File: src/hdl/rgb_to_hsi_pixel_top_defines.svh
// Assertion macros for the RGB to HSI pixel converter
`ifndef RGB_TO_HSI_PIXEL_TOP_DEFINES_SVH
`define RGB_TO_HSI_PIXEL_TOP_DEFINES_SVH

// Clocked implication check, disabled during reset
`define R2H_ASSERT(label, prop, msg) \
	label: assert property (@(posedge clk) disable iff (!arst_n) prop) else $error(msg);

// Stall check: while cond holds, sig is held on the next edge
`define R2H_HOLD(label, cond, sig, msg) \
	label: assert property (@(posedge clk) disable iff (!arst_n) (cond) |=> $stable(sig)) \
		else $error(msg);

`endif

File: src/hdl/rgb2hsi_pkg.sv
// Package: types, widths and angle table for the RGB to HSI converter
`timescale 1ns / 1ps
package rgb2hsi_pkg;

	localparam int CORDIC_STEPS = 20;
	localparam int STEPS_PER_STAGE = 2;
	localparam int CORDIC_STAGES = CORDIC_STEPS / STEPS_PER_STAGE;
	localparam int VEC_W = 30;
	localparam int SQRT3_Q16 = 113512;
	localparam logic [31:0] HALF_TURN = 32'h8000_0000;
	localparam int QUO_W = 8;

	localparam logic [31:0] ATAN_TAB [CORDIC_STEPS] = '{
		32'd536870912, 32'd316933406, 32'd167458907, 32'd85004756, 32'd42667331,
		32'd21354465,  32'd10679838,  32'd5340245,   32'd2670163,  32'd1335087,
		32'd667544,    32'd333772,    32'd166886,    32'd83443,    32'd41722,
		32'd20861,     32'd10430,     32'd5215,      32'd2608,     32'd1304
	};

	typedef struct packed {
		logic signed [VEC_W-1:0] x;
		logic signed [VEC_W-1:0] y;
		logic [31:0]             z;
		logic                    byp;     // angle settled before rotation
		logic [17:0]             rem;     // saturation dividend remainder
		logic [9:0]              div;     // component sum (1 for black)
		logic [QUO_W-1:0]        quo;
		logic [7:0]              inten;
	} pipe_t;

endpackage

File: src/hdl/rgb2hsi_post.sv
// Output stage: angle to 8-bit hue, result register
`timescale 1ns / 1ps
module rgb2hsi_post import rgb2hsi_pkg::*; (
	input  logic       clk,
	input  logic       arst_n,
	input  logic       en,
	input  logic       v_in,
	input  pipe_t      d_in,
	output logic       v_q,
	output logic [7:0] hue_q,
	output logic [7:0] sat_q,
	output logic [7:0] inten_q
);
	logic [39:0] prod;

	// angle * 255 as (angle << 8) - angle
	assign prod = {d_in.z, 8'b0} - {8'b0, d_in.z};

	always_ff @(posedge clk or negedge arst_n) begin
		if (!arst_n) begin
			v_q <= 1'b0;
		end else if (en) begin
			v_q <= v_in;
		end
	end

	always_ff @(posedge clk) begin
		if (en) begin
			hue_q <= prod[39:32];
			sat_q <= d_in.quo;
			inten_q <= d_in.inten;
		end
	end
endmodule

File: config.mk
export PLATFORM = sky130hd
export DESIGN_NAME = rgb2hsi_post
export DESIGN_NICKNAME = d
export VERILOG_FILES = /design/src/hdl/rgb_to_hsi_pixel_top_defines.svh /design/src/hdl/rgb2hsi_pkg.sv /design/src/hdl/rgb2hsi_post.sv
export SDC_FILE = /design/constraint.sdc
export NUM_CORES = 1
export LEC_CHECK = 0
export ABC_AREA = 0
export BUFFER_PORTS_ARGS = -buffer_cell sky130_fd_sc_hd__buf_2
export CORE_MARGIN = 10
export CORE_UTILIZATION = 30
export CTS_CLUSTER_DIAMETER = 120
export DETAILED_ROUTE_END_ITERATION = 10
export GPL_TIMING_DRIVEN = 0
export HOLD_SLACK_MARGIN = 0.15
export PLACE_DENSITY = 0.63
export SETUP_SLACK_MARGIN = 0.4
export SYNTH_ARGS = -nofsm -noshare
export SYNTH_HDL_FRONTEND = slang
export SYNTH_SLANG_ARGS = --single-unit
File: constraint.sdc
create_clock -name clk -period 0.85 [get_ports clk]
set_clock_uncertainty 0.2 [all_clocks]
set_input_delay 0.0425 -clock clk [delete_from_list [all_inputs] [get_ports clk]]
set_output_delay 0.0425 -clock clk [all_outputs]
set_load 0.05 [all_outputs]
==> reports/metrics.cfg <==
[sta]
drv_slew=0
finalCritPeriodShare=2.25
relSlewSlack=0.743
fin_hold_ws_ns=-0.665
tightest_slew_ns=0.383
period_needed_ns=1.91
finalSetupViolCount=34
hold_viol=49
rsz0062_at_grt=yes
fin_ws_ns=-1.06
clock.fmax_mhz=522

[job]
max_cap_violations=0

[final_layout]
drive_gt1_frac=0.596
fillerInstances=603
final_cells=433
area_delta_synth_final_pct=74.7
diodes=0
fin_nets=503

[cts]
cts-buffers-inserted=3
cts_buffer_depth=2
clock_sinks=25
htree_levels=1
clk_latency_ns=0.26
cts_tree=done
path_clk_slew_ns=0.08
clockRootBuffer=clkbuf_8

[placed_design]
dp_hpwl_um=5680
io_buffers=76
dp_slack_ns=-1.55
place.gp.congestion=0.884
place_inst=409

[grt]
grt_max_degree=26
track_usage=0.117
grt_pass1_vias=2224
grt_overflow_total=0
met1_usage=0.147
busiest_layer=met2
antenna_found_initial=0
grt_pass1_wl_um=10900
use_met2=0.193
use_met3=0.0332

[synth]
yosysSeqAreaShare=0.345
synth_top_area_share=0.333
synth_nets=402
syn_avg_cell_area_um2=9.13
synth_seq_cells=25
synth_flop_cell=edfxtp_1
yosysWarnings=0
synth_top_cells_by_area=edfxtp_1, ha_1, a21oi_1, inv_1, nand2_1
ys_types=51
synth_cells=237
async_flop_share=0.0400
yosys.area.top_type=edfxtp_1
syn_area_um2=2160
synth_edf_count=24

[setup_path]
critPathTopFamily=compound AO/OA/AOI/OAI gates
cp-end-kind=register
worstSetupPathType=input port to register
cp_num_buf_inv=2
crit_slowest_cell=or4_4
cp-start-kind=input port
cp_data_required_time_ns=0.67
worstPathMaxFanout=5
worstPathCellList=buf_8 -> inv_4 -> ha_4 -> a21oi_2 -> o211ai_1 -> a41oi_2 -> a211oi_4 -> or4_4 -> xnor2_2
max_stage_delay_ns=0.53
arrival_ns=1.74

[floorplan]
die-area_um2=11000
rows=30
start_util=0.313
die_w_um=105
num_io_pins=166
fp.dieH_um=105
coreArea_um2=6910

[power_and_ir_drop]
p_leak_nw=1.50
total_power_mw=4.40
powerDensity_nw_per_um2=1160
peakVddDrop_mv=0.601

[route]
vias=2219
wl_per_cell_um=16.7
ant_nets=0
finalWirelength_um=7240
drt_iter0_drc=159
via_per_inst=5.12
drc_errors=0
dr.pass1.iters=4

[hold_path]
worstHoldPathType=input port to async pin

[outcome]
status=finished, violations left
failed_checks=hold timing, setup timing

-- state kept, by name (all words and copies together), names as in the netlist --
register	flops
sat_q	8
v_q	1
inten_q	8
hue_q	8
-- cell usage in the layout, fill, tap and decap left out, types with 5 or more instances in the layout --
cell      instances
edfxtp_1         24
a21oi_2          15
inv_2             5
nand3_1           5
buf_2            35
a21oi_1           8
buf_6            33
nand2_1          20
o211ai_1          6
buf_4            21
o21ai_0          10
a21o_1            6
ha_4             21
inv_1            14
nand4_1           5
nor2_1            8
inv_4             6
-- metal layers --
metal	routed length (um)	part of all wire	up-vias
met5	0	0	-
met4	61	0.0084	0
met3	447	0.062	6
met2	3470	0.48	74
met1	3250	0.45	1031
li1	-	-	1108
-- timing repair --
item / in CTS / in global routing
setup endpoints to repair: 58 / 34
gates resized for setup: 108 / 56
setup buffers: 7 / 13
endpoints found under the hold margin: 50 / 50
pin swaps: 27 / 40
-- layout make-up --
| class | instances | area [um^2] | area share |
|---|---|---|---|
| Multi-Input combinational cell | 184 | 1880 | 0.497 |
| Sequential cell | 25 | 747 | 0.198 |
| Inverter | 27 | 141 | 0.0374 |
| Tap cell | 96 | 120 | 0.0318 |
| Timing Repair Buffer | 96 | 833 | 0.221 |
| Buffer | 1 | 11.3 | 0.00298 |
| Clock buffer | 3 | 41.3 | 0.0109 |
| Clock inverter | 1 | 7.51 | 0.00199 |
-- power by group --
group / total, mW / switching [mW] / leakage [nW] / internal [mW]
clock network: 0.674 / 0.343 / 0.0217 / 0.331
registers: 1.51 / 0.0456 / 0.245 / 1.47
logic: 2.21 / 1.22 / 1.23 / 0.990
-- through the flow --
step           TNS (ns)  area (um^2)   util  hold WS, ns
2_1_floorplan     -8.07         2430      -       -0.453
3_3_place_gp     -16.95         2930  0.424       -0.382
3_5_place_dp     -16.37         2930  0.424       -0.381
4_1_cts          -13.30         3430  0.496       -0.681
5_1_grt          -14.46         3780  0.547       -0.679
6_report         -13.07         3780  0.547       -0.665
-- path summary, 6_finish.rpt --
| kind | cells after the start | end | slack [ns] | start |
|---|---|---|---|---|
| worst max-delay path | 9 | hue_q[4] | -1.06 | d_in[55] |
| worst min-delay path | 1 | v_q | -0.67 | arst_n |
| worst max register to register | 1 | v_q | -0.13 | v_q |
| worst min register to register | 1 | v_q | 0.34 | v_q |
| max in group asynchronous | 1 | v_q | 1.02 | arst_n |
| min in group clk | 1 | sat_q[5] | -0.25 | d_in[13] |
-- synth_stat cells, drive strengths merged, types with 2 or more instances --
library cell	number
a211oi	4
a31oi	3
and2	2
nand3	10
or3	5
nand2b	2
o211ai	7
nor2	8
ha	24
inv	27
or4	2
a21o	6
o31ai	3
nor4	3
and3	4
nand2	23
nor3	5
o311ai	2
o21a	4
nand4	5
edfxtp	24
o21ai	16
or2	3
nor3b	4
a21oi	26
-- cell families (layout without fill, tap and decap cells) --
group / Yosys count / in the layout / share of synthesized area
AO/OA/AOI/OAI: 78 / 78 / 0.241
XOR/XNOR: 1 / 1 / 0.00405
adder cells (fa/ha/maj): 24 / 24 / 0.139
buffers and inverters: 28 / 128 / 0.0503
flip-flops: 25 / 25 / 0.345
multiplexers: 1 / 1 / 0.00520
AND/OR/NAND/NOR: 80 / 80 / 0.216
Power figures use the tool's default switching activity.
