**src/hdl/rgb_to_hsi_pixel_top_defines.svh**
```systemverilog
// Assertion macros for the RGB to HSI pixel converter
`ifndef RGB_TO_HSI_PIXEL_TOP_DEFINES_SVH
`define RGB_TO_HSI_PIXEL_TOP_DEFINES_SVH

// Clocked implication check, disabled during reset
`define R2H_ASSERT(label, prop, msg) \
	label: assert property (@(posedge clk) disable iff (!arst_n) prop) else $error(msg);

// Stall check: while cond holds, sig is held on the next edge
`define R2H_HOLD(label, cond, sig, msg) \
	label: assert property (@(posedge clk) disable iff (!arst_n) (cond) |=> $stable(sig)) \
		else $error(msg);

`endif

```
**src/hdl/rgb2hsi_pkg.sv**
```systemverilog
// Package: types, widths and angle table for the RGB to HSI converter
`timescale 1ns / 1ps
package rgb2hsi_pkg;

	localparam int CORDIC_STEPS = 20;
	localparam int STEPS_PER_STAGE = 2;
	localparam int CORDIC_STAGES = CORDIC_STEPS / STEPS_PER_STAGE;
	localparam int VEC_W = 30;
	localparam int SQRT3_Q16 = 113512;
	localparam logic [31:0] HALF_TURN = 32'h8000_0000;
	localparam int QUO_W = 8;

	localparam logic [31:0] ATAN_TAB [CORDIC_STEPS] = '{
		32'd536870912, 32'd316933406, 32'd167458907, 32'd85004756, 32'd42667331,
		32'd21354465,  32'd10679838,  32'd5340245,   32'd2670163,  32'd1335087,
		32'd667544,    32'd333772,    32'd166886,    32'd83443,    32'd41722,
		32'd20861,     32'd10430,     32'd5215,      32'd2608,     32'd1304
	};

	typedef struct packed {
		logic signed [VEC_W-1:0] x;
		logic signed [VEC_W-1:0] y;
		logic [31:0]             z;
		logic                    byp;     // angle settled before rotation
		logic [17:0]             rem;     // saturation dividend remainder
		logic [9:0]              div;     // component sum (1 for black)
		logic [QUO_W-1:0]        quo;
		logic [7:0]              inten;
	} pipe_t;

endpackage

```
**src/hdl/rgb2hsi_prep.sv**
```systemverilog
// First stage: sum, minimum, intensity, CORDIC start vector
`timescale 1ns / 1ps
module rgb2hsi_prep import rgb2hsi_pkg::*; (
	input  logic       clk,
	input  logic       arst_n,
	input  logic       en,
	input  logic       v_in,
	input  logic [7:0] red,
	input  logic [7:0] green,
	input  logic [7:0] blue,
	output logic       v_s1,
	output pipe_t      d_s1
);
	logic [9:0]              sum;
	logic [7:0]              mn;
	logic [9:0]              diff;
	logic [19:0]             inten_prod;
	logic signed [10:0]      xr;
	logic signed [8:0]       gb;
	logic signed [VEC_W-1:0] x0;
	logic signed [VEC_W-1:0] y0;
	pipe_t                   nxt;

	always_comb begin
		sum = 10'(red) + 10'(green) + 10'(blue);
		mn = red;
		if (green < mn) mn = green;
		if (blue < mn) mn = blue;
		diff = sum - 10'(3 * 10'(mn));
		inten_prod = 20'(sum) * 20'd683;   // floor(sum/3) for sum <= 765
		xr = 11'(2 * 11'(red)) - 11'(green) - 11'(blue);
		gb = 9'(green) - 9'(blue);
		x0 = VEC_W'(xr) <<< 16;
		y0 = VEC_W'(gb) * VEC_W'(SQRT3_Q16);
		nxt.rem = {diff, 8'b0} - 18'(diff);
		nxt.div = (sum == '0) ? 10'd1 : sum;
		nxt.quo = '0;
		nxt.inten = inten_prod[18:11];
		nxt.byp = (y0 == '0);
		if (y0 == '0) begin
			nxt.x = x0;
			nxt.y = y0;
			nxt.z = x0[VEC_W-1] ? HALF_TURN : '0;
		end else if (x0[VEC_W-1]) begin
			nxt.x = -x0;
			nxt.y = -y0;
			nxt.z = HALF_TURN;
		end else begin
			nxt.x = x0;
			nxt.y = y0;
			nxt.z = '0;
		end
	end

	always_ff @(posedge clk or negedge arst_n) begin
		if (!arst_n) begin
			v_s1 <= 1'b0;
		end else if (en) begin
			v_s1 <= v_in;
		end
	end

	always_ff @(posedge clk) begin
		if (en) begin
			d_s1 <= nxt;
		end
	end
endmodule

```
**config.mk**
```make
export PLATFORM = sky130hd
export DESIGN_NAME = rgb2hsi_prep
export DESIGN_NICKNAME = d
export VERILOG_FILES = /design/src/hdl/rgb_to_hsi_pixel_top_defines.svh /design/src/hdl/rgb2hsi_pkg.sv /design/src/hdl/rgb2hsi_prep.sv
export SDC_FILE = /design/constraint.sdc
export NUM_CORES = 1
export LEC_CHECK = 0
export ABC_AREA = 1
export BUFFER_PORTS_ARGS = -buffer_cell sky130_fd_sc_hd__buf_2
export CAP_MARGIN = 10
export CORE_AREA = 2 2 151 153
export DETAILED_ROUTE_END_ITERATION = 8
export DIE_AREA = 0 0 153 155
export PLACE_DENSITY = 0.8
export SLEW_MARGIN = 40
export SYNTH_ARGS = -nofsm -noshare
export SYNTH_HDL_FRONTEND = slang
export SYNTH_SLANG_ARGS = --single-unit
```
**constraint.sdc**
```tcl
create_clock -name clk -period 0.8 [get_ports clk]
set_input_delay 0.04 -clock clk [delete_from_list [all_inputs] [get_ports clk]]
set_output_delay 0.04 -clock clk [all_outputs]
set_load 0.005 [all_outputs]
```
==> results.sh, run 1 <==
export IMPL_io_pins=166
export IMPL_synth_xor_area_share_pct=5.49
export IMPL_synthTopCellsByArea="edfxtp_1 19%, ha_1 19%, fa_1 14%"
export IMPL_synth_ff_type="edfxtp_1"
export IMPL_avgSynthCellArea_um2=7.90
export IMPL_synth_distinct_cells=51
export IMPL_muxShareOfSynthArea_pct=0.0945
export IMPL_syn_inst=1508
export IMPL_grtUsageTotal_pct=74.3
export IMPL_yosysSeqAreaShare_pct=19.6
export IMPL_yosysTopAreaCell="edfxtp_1"
export IMPL_chipWidth_um=153
export IMPL_gr_total_overflow=175
export IMPL_ys_warnings_count=0
export IMPL_post_place_ws_ns=-5.25
export IMPL_firstError="[ERROR GRT-0232] Routing congestion too high. Check the congestion heatmap in the GUI."
export IMPL_post_dp_hpwl_um=29900
export IMPL_worst_path_end_type="register input"
export IMPL_cts_buffers_inserted=9
export IMPL_status="did not finish"
export IMPL_cts_root_buf="clkbuf_16"
export IMPL_htreeDepth=3
export IMPL_synth_edf_count=77
export IMPL_rows=55
export IMPL_synth_adder_area_share_pct=32.7
export IMPL_start_util_pct=53.6
export IMPL_netlist_area_um2=11900
export IMPL_synth_seq_cells=78
export IMPL_grt_max_degree=42
export IMPL_cts_buffer_depth=2
export IMPL_synth_async_sr_flop_share_pct=1.28
export IMPL_place_congestion=0.965
export IMPL_synth_compound_area_share_pct=6.10
export IMPL_failing_step="global routing (5_1_grt)"
export IMPL_port_buffers=107
export IMPL_synth_top_family_by_area="adder cells"
export IMPL_synth_top_area_share_pct=19.4
export IMPL_synth_simple_gate_area_share_pct=22.3
export IMPL_cts_sinks=78
export IMPL_worstEndpointGrtRepair="d_s1[95]$_DFFE_PP_/D"
export IMPL_fp_dieH_um=155
[synth_stat cells (9+ instances only)]
master / count
xnor2_1: 16
nand2_1: 340
nand3_1: 86
a21oi_2: 9
inv_1: 288
nor3_1: 19
ha_1: 180
o21ai_0: 37
nor2_1: 79
nor2_2: 9
a21oi_1: 57
edfxtp_1: 77
buf_4: 60
nand4_1: 19
fa_1: 82
nand2_2: 23
xor2_1: 55
[layer usage]
layer	GRT overflow	track usage, %
met5	0	16.6
met1	0	72.9
met4	73	78.6
met2	99	92.7
met3	3	57.5
[cell families after synthesis]
| group | after synthesis |
|---|---|
| muxes | 1 |
| AOI/OAI and AO/OA | 125 |
| and+or+nand+nor | 602 |
| DFF | 78 |
| xor gates and xnor gates | 73 |
| adders and majority gates | 262 |
| other | 1 |
| buffers and inverters | 366 |
[per-stage QoR]
step / setup TNS, ns / hold slack [ns] / cells / instance area (µm²) / util [%]
CTS: -295.35 / -0.0162 / 2365 / 18700 / 84.0
detailed placement: -328.36 / -0.183 / 2257 / 16500 / 74.1
floorplan: -279.11 / -0.256 / 1565 / 13200 / -
global placement: -315.21 / -0.185 / 2257 / 16500 / 74.1
[timing repair]
action / CTS
hold buffers: 3
setup buffers: 95
hold endpoints to repair: 2
resized for setup: 311
setup endpoints to repair: 156
pin swaps: 170
gates cloned: 6
==> run 2: changes to the inputs <==
Settings changed: CORE_AREA 2 2 151 153 to 2 2 176 178, DIE_AREA 0 0 153 155 to 0 0 178 180, PLACE_DENSITY 0.8 to unset, PLACE_DENSITY_LB_ADDON set to 0.15.
Clock period 0.8 ns to 1 ns, I/O delays scaled along.
==> results.sh, run 2 <==
export IMPL_status="finished with violations"
export IMPL_violations="negative setup slack"
export IMPL_chipWidth_um=178
export IMPL_worst_hold_slack_ns=0.0654
export IMPL_yosysMostFrequentCell="nand2_1"
export IMPL_cp_required_ns=1.12
export IMPL_synth_seq_cells=78
export IMPL_cts_buffers_inserted=9
export IMPL_antenna_found_initial=0
export IMPL_synthTopCellsByArea="edfxtp_1 19%, ha_1 19%, fa_1 14%"
export IMPL_avgSynthCellArea_um2=7.90
export IMPL_final_cell_mix="428 x buf_4, 216 x nand2_1, 209 x inv_1"
export IMPL_grt_pass1_vias=12000
export IMPL_synth_top_area_share_pct=19.4
export IMPL_area_delta_synth_final_pct=70.7
export IMPL_vias=12100
export IMPL_critPathMaxStageDelay_ns=0.53
export IMPL_maxCapViolCount=0
export IMPL_first_pass_iters=6
export IMPL_antennaDiodeCount=0
export IMPL_grt_busiest_layer="met2"
export IMPL_drive_above_1_share_pct=55.0
export IMPL_wirelength_um=38900
export IMPL_r2r_start="v_s1"
export IMPL_final_nets=2431
export IMPL_grt_max_degree=32
export IMPL_netlist_area_um2=11900
export IMPL_port_buffers=107
export IMPL_placed_area_um2=16900
export IMPL_post_dp_hpwl_um=30500
export IMPL_syn_inst=1508
export IMPL_min_period_over_period_pct=552
export IMPL_cp_max_fo=7
export IMPL_crit_path_end_kind="flip-flop"
export IMPL_worstHoldStart="en"
export IMPL_largest_reg_flops=77
export IMPL_cts_root_buf="clkbuf_16"
export IMPL_final_common_cell="buf_4"
export IMPL_fin_crit_ns=5.52
export IMPL_arrival_ns=5.64
export IMPL_die_area_um2=32000
export IMPL_place_congestion=0.943
export IMPL_ys_warnings_count=0
export IMPL_critPathSlowestCell="fa_1"
export IMPL_fin_cells=2542
export IMPL_synth_edf_count=77
export IMPL_report_final_slew_viol_count=0
export IMPL_synthTopCellsByCount="340 x nand2_1, 288 x inv_1, 180 x ha_1"
export IMPL_synth_async_sr_flop_share_pct=1.28
export IMPL_worst_slack_ns=-4.52
export IMPL_rows=64
export IMPL_use_met3_pct=3.07
export IMPL_final_antenna_net_count=0
export IMPL_regMostFlops="d_s1"
export IMPL_worstSetupPathType="primary input to flip-flop"
export IMPL_fp_dieH_um=180
export IMPL_met2_usage_pct=41.6
export IMPL_met1_usage_pct=29.6
export IMPL_crit_top_cell="fa_1"
export IMPL_grt_setup_unrepaired="yes"
export IMPL_hold_violations=0
export IMPL_fin_setup_tns_ns=-275.95
export IMPL_drt_wirelength_per_cell_um=15.3
export IMPL_cts_buffer_depth=2
export IMPL_design_area_um2=20300
export IMPL_core_um2=30200
export IMPL_synth_ff_type="edfxtp_1"
export IMPL_worstSkewPairLatency_ns=0.35
export IMPL_yosysSeqAreaShare_pct=19.6
export IMPL_htreeDepth=3
export IMPL_via_per_inst=4.77
export IMPL_drc=0
export IMPL_io_pins=166
export IMPL_yosysTopAreaCell="edfxtp_1"
export IMPL_synth_distinct_cells=51
export IMPL_skew_ns=0
export IMPL_cts_tree="built"
export IMPL_startpoint_type="primary input"
export IMPL_hp_class="primary input to flip-flop"
export IMPL_path_clk_slew_ns=0.08
export IMPL_grt_pass1_wl_um=59300
export IMPL_gr_total_overflow=0
export IMPL_cts_sinks=78
export IMPL_start_util_pct=39.5
export IMPL_grtUsageTotal_pct=23.5
export IMPL_fmax_mhz=181
export IMPL_reg_top3="d_s1 (77), v_s1 (1)"
export IMPL_place_inst=2404
export IMPL_drt_iter0_drc=496
export IMPL_setup_violations_final=76
export IMPL_startpoint="blue[1]"
[run 2: cell counts after synthesis]
Identical to the previous run, type by type.
[run 2: area by class of cell]
| cell class | count | area [µm²] |
|---|---|---|
| Fill cell | 2364 | 9860 |
| Clock inverter | 7 | 57.6 |
| Clock buffer | 9 | 225 |
| Timing Repair Buffer | 636 | 5140 |
| Multi-Input combinational cell | 1124 | 10900 |
| Sequential cell | 78 | 2340 |
| Tap cell | 396 | 495 |
| Inverter | 292 | 1190 |
[run 2: logic make-up after synthesis]
| family | count (synthesis) | synth area share, % |
|---|---|---|
| muxes | 1 | 0.0945 |
| DFF | 78 | 19.6 |
| buffers and inverters | 366 | 13.7 |
| xor gates and xnor gates | 73 | 5.49 |
| adders and majority gates | 262 | 32.7 |
| and+or+nand+nor | 602 | 22.3 |
| AOI/OAI and AO/OA | 125 | 6.10 |
| other | 1 | 0.0315 |
[run 2: what timing repair did]
| item | 4_1_cts | 5_1_grt |
|---|---|---|
| setup endpoints to repair | 77 | 77 |
| resized for setup | 225 | 325 |
| gates cloned | 6 | 1 |
| buffers inserted | 75 | 61 |
| pin swaps | 106 | 217 |
| hold endpoints to repair | 2 | 0 |
| hold buffers | 3 | 0 |
[run 2: metrics by stage]
step                setup slack [ns]  util (%)
global placement               -5.10      55.9
CTS                            -4.61      62.1
finish                         -4.52      67.3
global route                   -4.74      67.3
detailed placement             -5.23      55.9
floorplan                      -4.47         -
[run 2: worst paths after layout]
check                       endpoint  depth (start not counted)  slack (ns)
hold / removal              d_s1[35]                          1        0.07
hold reg to reg                 v_s1                          1        0.51
max in group asynchronous       v_s1                          3        0.37
setup / recovery           d_s1[129]                         34       -4.52
min in group asynchronous       v_s1                          3        0.52
setup reg to reg                v_s1                          1        0.26
[run 2: routing by layer]
| metal | wire [µm] | part of all wire, % | vias to the layer above |
|---|---|---|---|
| met4 | 1170 | 3.0 | 0 |
| met1 | 16300 | 42 | 5803 |
| met2 | 19900 | 51 | 280 |
| met3 | 1580 | 4.1 | 78 |
| li1 | - | - | 5974 |
| met5 | 0 | 0 | - |
[run 2: critical path, delay by kind of cell]
kind                     cells  cell delay, ns
adder cells (fa/ha/maj)      7            2.70
AND/OR/NAND/NOR             14            1.50
AO/OA/AOI/OAI                2            0.17
buffers and inverters       10            1.07
XOR/XNOR                     1            0.17
Power of run 2 is left out: the tool's default activity adds up to more than one toggle a clock period on the data nets, which glitch-free logic cannot reach.
