===== src/hdl/rgb_to_hsi_pixel_top_defines.svh =====
// Assertion macros for the RGB to HSI pixel converter
`ifndef RGB_TO_HSI_PIXEL_TOP_DEFINES_SVH
`define RGB_TO_HSI_PIXEL_TOP_DEFINES_SVH

// Clocked implication check, disabled during reset
`define R2H_ASSERT(label, prop, msg) \
	label: assert property (@(posedge clk) disable iff (!arst_n) prop) else $error(msg);

// Stall check: while cond holds, sig is held on the next edge
`define R2H_HOLD(label, cond, sig, msg) \
	label: assert property (@(posedge clk) disable iff (!arst_n) (cond) |=> $stable(sig)) \
		else $error(msg);

`endif


===== src/hdl/rgb2hsi_pkg.sv =====
// Package: types, widths and angle table for the RGB to HSI converter
`timescale 1ns / 1ps
package rgb2hsi_pkg;

	localparam int CORDIC_STEPS = 20;
	localparam int STEPS_PER_STAGE = 2;
	localparam int CORDIC_STAGES = CORDIC_STEPS / STEPS_PER_STAGE;
	localparam int VEC_W = 30;
	localparam int SQRT3_Q16 = 113512;
	localparam logic [31:0] HALF_TURN = 32'h8000_0000;
	localparam int QUO_W = 8;

	localparam logic [31:0] ATAN_TAB [CORDIC_STEPS] = '{
		32'd536870912, 32'd316933406, 32'd167458907, 32'd85004756, 32'd42667331,
		32'd21354465,  32'd10679838,  32'd5340245,   32'd2670163,  32'd1335087,
		32'd667544,    32'd333772,    32'd166886,    32'd83443,    32'd41722,
		32'd20861,     32'd10430,     32'd5215,      32'd2608,     32'd1304
	};

	typedef struct packed {
		logic signed [VEC_W-1:0] x;
		logic signed [VEC_W-1:0] y;
		logic [31:0]             z;
		logic                    byp;     // angle settled before rotation
		logic [17:0]             rem;     // saturation dividend remainder
		logic [9:0]              div;     // component sum (1 for black)
		logic [QUO_W-1:0]        quo;
		logic [7:0]              inten;
	} pipe_t;

endpackage


===== src/hdl/rgb2hsi_cstage.sv =====
// Pipeline stage: two CORDIC vectoring steps and, in the first QUO_W stages, one divider bit
`timescale 1ns / 1ps
module rgb2hsi_cstage import rgb2hsi_pkg::*; #(
	parameter int STAGE = 0
) (
	input  logic  clk,
	input  logic  arst_n,
	input  logic  en,
	input  logic  v_in,
	input  pipe_t d_in,
	output logic  v_q,
	output pipe_t d_q
);
	localparam int FIRST = STAGE * STEPS_PER_STAGE;
	// quotient bit settled here; stages past the last bit do no division
	localparam int QBIT = (STAGE < QUO_W) ? (QUO_W - 1 - STAGE) : 0;

	pipe_t                   nxt;
	logic signed [VEC_W-1:0] dx;
	logic signed [VEC_W-1:0] dy;
	logic [17:0]             sh;

	always_comb begin
		nxt = d_in;
		dx = '0;
		dy = '0;
		sh = '0;
		for (int k = 0; k < STEPS_PER_STAGE; k++) begin
			dx = nxt.y >>> (FIRST + k);
			dy = nxt.x >>> (FIRST + k);
			if (!nxt.byp) begin
				if (!nxt.y[VEC_W-1]) begin
					nxt.x = nxt.x + dx;
					nxt.y = nxt.y - dy;
					nxt.z = nxt.z + ATAN_TAB[FIRST + k];
				end else begin
					nxt.x = nxt.x - dx;
					nxt.y = nxt.y + dy;
					nxt.z = nxt.z - ATAN_TAB[FIRST + k];
				end
			end
		end
		// restoring division, one quotient bit, MSB first
		if (STAGE < QUO_W) begin
			sh = 18'(d_in.div) << QBIT;
			if (d_in.rem >= sh) begin
				nxt.rem = d_in.rem - sh;
				nxt.quo[QBIT] = 1'b1;
			end
		end
	end

	always_ff @(posedge clk or negedge arst_n) begin
		if (!arst_n) begin
			v_q <= 1'b0;
		end else if (en) begin
			v_q <= v_in;
		end
	end

	always_ff @(posedge clk) begin
		if (en) begin
			d_q <= nxt;
		end
	end
endmodule


===== config.mk =====
export PLATFORM = sky130hd
export DESIGN_NAME = rgb2hsi_cstage
export DESIGN_NICKNAME = d
export VERILOG_FILES = /design/src/hdl/rgb_to_hsi_pixel_top_defines.svh /design/src/hdl/rgb2hsi_pkg.sv /design/src/hdl/rgb2hsi_cstage.sv
export SDC_FILE = /design/constraint.sdc
export NUM_CORES = 1
export LEC_CHECK = 0
export ABC_AREA = 1
export ABC_CLOCK_PERIOD_IN_PS = 1750
export BUFFER_PORTS_ARGS = -buffer_cell sky130_fd_sc_hd__clkbuf_2
export CAP_MARGIN = 10
export CORE_MARGIN = 3
export CORE_UTILIZATION = 55
export DETAILED_ROUTE_END_ITERATION = 8
export PLACE_DENSITY = 0.77
export SYNTH_ARGS = -nofsm -noshare
export SYNTH_HDL_FRONTEND = slang
export SYNTH_SLANG_ARGS = --single-unit

===== constraint.sdc =====
create_clock -name clk -period 1.75 [get_ports clk]
set_input_delay 0.35 -clock clk [delete_from_list [all_inputs] [get_ports clk]]
set_output_delay 0.35 -clock clk [all_outputs]
set_load 0.01 [all_outputs]

==> qor.tcl, run 1 <==
set qor(ioPinCount) 279
set qor(floorplan.rows) 67
set qor(start_util_pct) 56.08
set qor(placed_area_sq_um) 27740
set qor(grt_pass1_wl_um) 270000
set qor(synth.yosys.warnings) 0
set qor(post_synth_main_area_contributors) {sky130_fd_sc_hd__edfxtp_1 22%, sky130_fd_sc_hd__nand2_1 19%, sky130_fd_sc_hd__ha_1 13%, sky130_fd_sc_hd__inv_1 8.4%, sky130_fd_sc_hd__nand3_1 8.2%}
set qor(failed_stage) {global routing (5_1_grt)}
set qor(clock-root-buffer) {sky130_fd_sc_hd__clkbuf_16}
set qor(synth_fp_nets) 3362
set qor(status) {did not finish}
set qor(dpl.cell_count) 4529
set qor(average_cell_area_after_synthesis_sq_um) 6.266
set qor(global_route.usage.total_pct) 96.91
set qor(largest_net_degree_at_the_start_of_global_routing) 50
set qor(yosys.cell_types.count) 56
set qor(clock_tree.buffer_depth) 2
set qor(synth_enable_flop_cells) 137
set qor(run.stop_error) {[ERROR GRT-0116] Global routing finished with congestion. Check the congestion regions in the DRC Viewer.}
set qor(grt.overflow.total) 2615
set qor(synthesized_instance_count) 3016
set qor(cts_sinks) 138
set qor(via_count_of_the_first_global_routing_pass) 40000
set qor(dominantRegCellSynth) {sky130_fd_sc_hd__edfxtp_1}
set qor(synth_top_area_share_pct) 21.77
set qor(cts-buffers-inserted) 17
set qor(ys_seq_elements) 138
set qor(async_sr_flop_fraction_pct) 0.7246
set qor(mappedNetlistArea_sq_um) 18900
set qor(synth.largest_area_cell) {sky130_fd_sc_hd__edfxtp_1}
set qor(chipHeight_um) 191.4
set qor(place.port_buffers) 278
set qor(cts_max_level) 4
set qor(hpwlAfterDp_um) 70520
set qor(chipWidth_um) 191.4
set qor(place.gp.congestion) 1.043
set qor(seq_area_frac_synth_pct) 21.90
[per-layer routing]
metal  GRT overflow  GRT usage, %
met1             39         86.55
met2           1865         122.1
met3             49         78.62
met4            654         108.0
met5              8         52.88
[cell families after synthesis]
| kind of cell | Yosys count | synth area share (%) |
|---|---|---|
| DFF | 138 | 21.90 |
| adders and majority gates | 205 | 13.89 |
| and+or+nand+nor | 1627 | 36.48 |
| muxes | 1 | 0.05958 |
| buffers and inverters | 525 | 10.94 |
| xor gates and xnor gates | 95 | 4.403 |
| AOI/OAI and AO/OA | 425 | 12.33 |
[cells in the mapped netlist (6+ instances only)]
cell type / count
sky130_fd_sc_hd__xor2_1: 55
sky130_fd_sc_hd__buf_2: 37
sky130_fd_sc_hd__nand2_2: 23
sky130_fd_sc_hd__inv_2: 24
sky130_fd_sc_hd__o21ai_0: 136
sky130_fd_sc_hd__o21bai_1: 13
sky130_fd_sc_hd__fa_1: 8
sky130_fd_sc_hd__nor4_1: 7
sky130_fd_sc_hd__o21a_1: 7
sky130_fd_sc_hd__a21o_1: 7
sky130_fd_sc_hd__a21boi_0: 6
sky130_fd_sc_hd__buf_1: 8
sky130_fd_sc_hd__nand4_1: 53
sky130_fd_sc_hd__inv_1: 423
sky130_fd_sc_hd__edfxtp_1: 137
sky130_fd_sc_hd__a21oi_1: 202
sky130_fd_sc_hd__nand2_1: 940
sky130_fd_sc_hd__or2_2: 16
sky130_fd_sc_hd__buf_4: 11
sky130_fd_sc_hd__clkbuf_1: 16
sky130_fd_sc_hd__nor2_2: 24
sky130_fd_sc_hd__ha_1: 197
sky130_fd_sc_hd__o21ai_1: 13
sky130_fd_sc_hd__nand3_1: 311
sky130_fd_sc_hd__nor2_1: 229
sky130_fd_sc_hd__o31ai_1: 7
sky130_fd_sc_hd__o211ai_1: 10
sky130_fd_sc_hd__xnor2_1: 40
sky130_fd_sc_hd__nor3_1: 6
[through the flow]
step / utilization [%] / hold WS (ns) / worst slack, ns
CTS: 94.75 / 0.03707 / -2.817
detailed placement: 82.33 / 0.1253 / -3.871
global placement: 82.33 / 0.1252 / -3.669
floorplan: - / 0.05441 / -2.814
[repair_timing]
action	in CTS
endpoints found under the hold margin	1
endpoints found under the setup margin	102
cloned	2
gates resized for setup	623
pin swaps	295
hold buffers	1
buffers inserted	154
==> run 2: changes to the inputs <==
--- a/config.mk
+++ b/config.mk
@@ -10,9 +10,9 @@
 export BUFFER_PORTS_ARGS = -buffer_cell sky130_fd_sc_hd__clkbuf_2
 export CAP_MARGIN = 10
 export CORE_MARGIN = 3
-export CORE_UTILIZATION = 55
+export CORE_UTILIZATION = 40
 export DETAILED_ROUTE_END_ITERATION = 8
-export PLACE_DENSITY = 0.77
+export PLACE_DENSITY_LB_ADDON = 0.15
 export SYNTH_ARGS = -nofsm -noshare
 export SYNTH_HDL_FRONTEND = slang
 export SYNTH_SLANG_ARGS = --single-unit
==> qor.tcl, run 2 <==
set qor(status) {finished with violations}
set qor(violations) {setup timing}
set qor(commonest_non_fill_non_tap_cell_in_the_layout) {sky130_fd_sc_hd__buf_4}
set qor(critical_path_class) {input pin to flip-flop}
set qor(yosys.cell_types.count) 56 ;# unchanged
set qor(mappedNetlistArea_sq_um) 18900 ;# unchanged
set qor(post_synth_main_area_contributors) {sky130_fd_sc_hd__edfxtp_1 22%, sky130_fd_sc_hd__nand2_1 19%, sky130_fd_sc_hd__ha_1 13%, sky130_fd_sc_hd__inv_1 8.4%, sky130_fd_sc_hd__nand3_1 8.2%}
set qor(core_region_area_sq_um) 46650
set qor(via_count_of_the_first_global_routing_pass) 25100
set qor(layout_common_cells) {970 x sky130_fd_sc_hd__buf_4, 772 x sky130_fd_sc_hd__nand2_1, 348 x sky130_fd_sc_hd__inv_1}
set qor(cts_tree) {built}
set qor(p_per_area_nw_per_um2) 815.2
set qor(fin_worst_skew_ns) 0
set qor(dominant_combinational_cell_family_by_area_after_synthesis) {simple AND/OR/NAND/NOR gates}
set qor(clock_tree.buffer_depth) 2 ;# unchanged
set qor(place.port_buffers) 278 ;# unchanged
set qor(finalCritPeriodShare_pct) 267.4
set qor(synth_common_cells) {940 x sky130_fd_sc_hd__nand2_1, 423 x sky130_fd_sc_hd__inv_1, 311 x sky130_fd_sc_hd__nand3_1, 229 x sky130_fd_sc_hd__nor2_1, 202 x sky130_fd_sc_hd__a21oi_1}
set qor(hpwlAfterDp_um) 74100 ;# +5.1%
set qor(top_register) {d_q}
set qor(chipHeight_um) 223.4 ;# +17%
set qor(final_cell_count_no_fill) 4902
set qor(routed_wire_length_per_instance_um) 19.72
set qor(synth_enable_flop_cells) 137 ;# unchanged
set qor(startpoint_type) {input pin}
set qor(clock-root-buffer) {sky130_fd_sc_hd__clkbuf_16}
set qor(timing.critical_path.to_type) {flip-flop}
set qor(cts_sinks) 138 ;# unchanged
set qor(largest_net_degree_at_the_start_of_global_routing) 49
set qor(slew_at_the_pin_closest_to_its_max_slew_limit_ns) 0.6108
set qor(global_route.usage.total_pct) 35.57
set qor(timing.final.ws_setup_ns) -2.929
set qor(cp-startpoint) {d_in[107]}
set qor(largest_reg_flops) 137
set qor(via_count) 26270
set qor(worst_hold_slack_ns) 0.05400
set qor(n_fill_cell) 3690
set qor(worst_path_required_ns) 1.97
set qor(post_synth_xor_area_fraction_pct) 4.403 ;# unchanged
set qor(ys_seq_elements) 138 ;# unchanged
set qor(route.final.wire_length_um) 96680
set qor(syn_to_final_growth_pct) 76.43
set qor(dpl.cell_count) 4726 ;# +4.3%
set qor(maxSlewHeadroom_pct) 58.85
set qor(antenna_violations_before_repair) 1
set qor(timing.reg2reg.setup_slack_ns) 1.01
set qor(dominantRegCellSynth) {sky130_fd_sc_hd__edfxtp_1}
set qor(post-route-util_pct) 71.47
set qor(synth_adder_area_share_pct) 13.89 ;# unchanged
set qor(viasPerCell) 5.358
set qor(ioPinCount) 279 ;# unchanged
set qor(synthSimpleGateAreaFrac_pct) 36.48 ;# unchanged
set qor(reg_top3) {d_q (137), v_q (1)}
set qor(final.min_clock_period_ns) 4.679
set qor(drt.antenna.violating_nets) 0
set qor(start_util_pct) 40.51 ;# -16 points
set qor(synth_compound_area_share_pct) 12.33 ;# unchanged
set qor(drv.max_cap_violation_count) 0
set qor(muxShareOfSynthArea_pct) 0.05958 ;# unchanged
set qor(hp-start) {d_in[12]}
set qor(hp_class) {input pin to flip-flop}
set qor(cts_max_level) 4 ;# unchanged
set qor(clk_pin_slew_worst_paths_ns) 0.08
set qor(setup_violating_endpoint_count_in_the_final_report) 102
set qor(synth_top_area_share_pct) 21.77 ;# unchanged
set qor(layout-drive-gt1-share_pct) 49.35
set qor(timing.final.max_slew_violations) 0
set qor(critical_path_maximum_fanout) 5
set qor(synth.yosys.warnings) 0 ;# unchanged
set qor(synthesized_instance_count) 3016 ;# unchanged
set qor(dieArea_sq_um) 49890
set qor(synth_fp_nets) 3362 ;# unchanged
set qor(grt.overflow.total) 0
set qor(fmax_mhz) 213.7
set qor(leakagePower_nw) 17.15
set qor(finalNetCount) 4627
set qor(grt_pass1_wl_um) 138700
set qor(totalPowerFinal_mw) 27.18
set qor(seq_area_frac_synth_pct) 21.90 ;# unchanged
set qor(timing.rr.start) {v_q}
set qor(chipWidth_um) 223.4 ;# +17%
set qor(critical_path.slowest_cell) {sky130_fd_sc_hd__fa_2}
set qor(cts-buffers-inserted) 17 ;# unchanged
set qor(hold_violations) 0
set qor(ir_worst_vdd_mv) 0.5972
set qor(path_common_cell) {sky130_fd_sc_hd__buf_4}
set qor(floorplan.rows) 79 ;# +18%
set qor(drtPass1Iterations) 6
set qor(synthMostInstantiatedCell) {sky130_fd_sc_hd__nand2_1}
set qor(async_sr_flop_fraction_pct) 0.7246 ;# unchanged
set qor(insertion_delay_ns) 0.45
set qor(detail_route.drc_violations) 0
set qor(synth.largest_area_cell) {sky130_fd_sc_hd__edfxtp_1}
set qor(worstPathArrival_ns) 4.89
set qor(drt-initial-drc-count) 2492
set qor(place.gp.congestion) 1.010 ;# -3.2%
set qor(rsz0062_at_grt) {true}
set qor(average_cell_area_after_synthesis_sq_um) 6.266 ;# unchanged
set qor(cpPeakStageDelay_ns) 0.43
[run 2: cell counts after synthesis]
No cell type changed its count.
[run 2: worst paths after layout]
check / cells after the start / to
worst min-delay path: 1 / d_q[12]
worst max register to register: 1 / v_q
worst min register to register: 1 / v_q
min in group asynchronous: 2 / v_q
max in group asynchronous: 2 / v_q
worst max-delay path: 32 / d_q[103]
[run 2: report_power, final]
part | internal (mW) | switching (mW)
Clock | 2.04 | 1.84
Combinational | 8.88 | 9.89
Sequential | 4.32 | 0.211
Total | 15.2 | 11.9
[run 2: logic make-up after synthesis]
logic type                 count (synthesis)
buffers and inverters                    525
adders and majority gates                205
AOI/OAI and AO/OA                        425
xor gates and xnor gates                  95
muxes                                      1
DFF                                      138
and+or+nand+nor                         1627
[run 2: final cells by class]
| type | instances | area (sq um) | share of cell area (%) |
|---|---|---|---|
| timing repair buffer | 1319 | 9816 | 29.44 |
| inverter | 452 | 1789 | 5.366 |
| clock buffer | 17 | 425.4 | 1.276 |
| antenna | 1 | 2.502 | 0.007505 |
| tap | 607 | 759.5 | 2.278 |
| sequential | 138 | 4139 | 12.41 |
| clock inverter | 15 | 175.2 | 0.5253 |
| multi-input combinational | 2353 | 16240 | 48.70 |
[run 2: timing repair]
item	CTS	global route
setup endpoints to repair	102	102
hold buffers	1	0
hold endpoints to repair	1	0
resized for setup	424	441
buffers inserted	102	68
gates cloned	3	0
pin swaps	189	260
[run 2: metal layers]
metal / wire (um) / vias to the layer above / share of wire [%] / track usage (%)
li1: - / 12360 / - / -
met4: 5197 / 0 / 5.4 / 15.35
met5: 0 / - / 0 / 0
met1: 38560 / 12390 / 40 / 44.63
met2: 46280 / 1246 / 48 / 61.88
met3: 6639 / 275 / 6.9 / 4.026
[run 2: worst max-delay path: cells and delay by family]
family                     cells  cell delay, ns
and+or+nand+nor               11            1.31
buffers and inverters         10            1.16
adders and majority gates      4            1.00
AOI/OAI and AO/OA              6            0.81
xor gates and xnor gates       1            0.26
[run 2: stage by stage]
| step | TNS [ns] | setup slack (ns) | instance area (sq um) |
|---|---|---|---|
| after global placement | -271.88 | -3.619 | 28280 |
| final | -206.59 | -2.929 | 33340 |
| after detailed placement | -281.23 | -3.680 | 28280 |
| after CTS | -193.56 | -2.986 | 31330 |
| after global routing | -221.93 | -3.113 | 33340 |
| after floorplan | -199.75 | -2.814 | 19810 |
No activity file was read; power rests on OpenSTA's default activity.
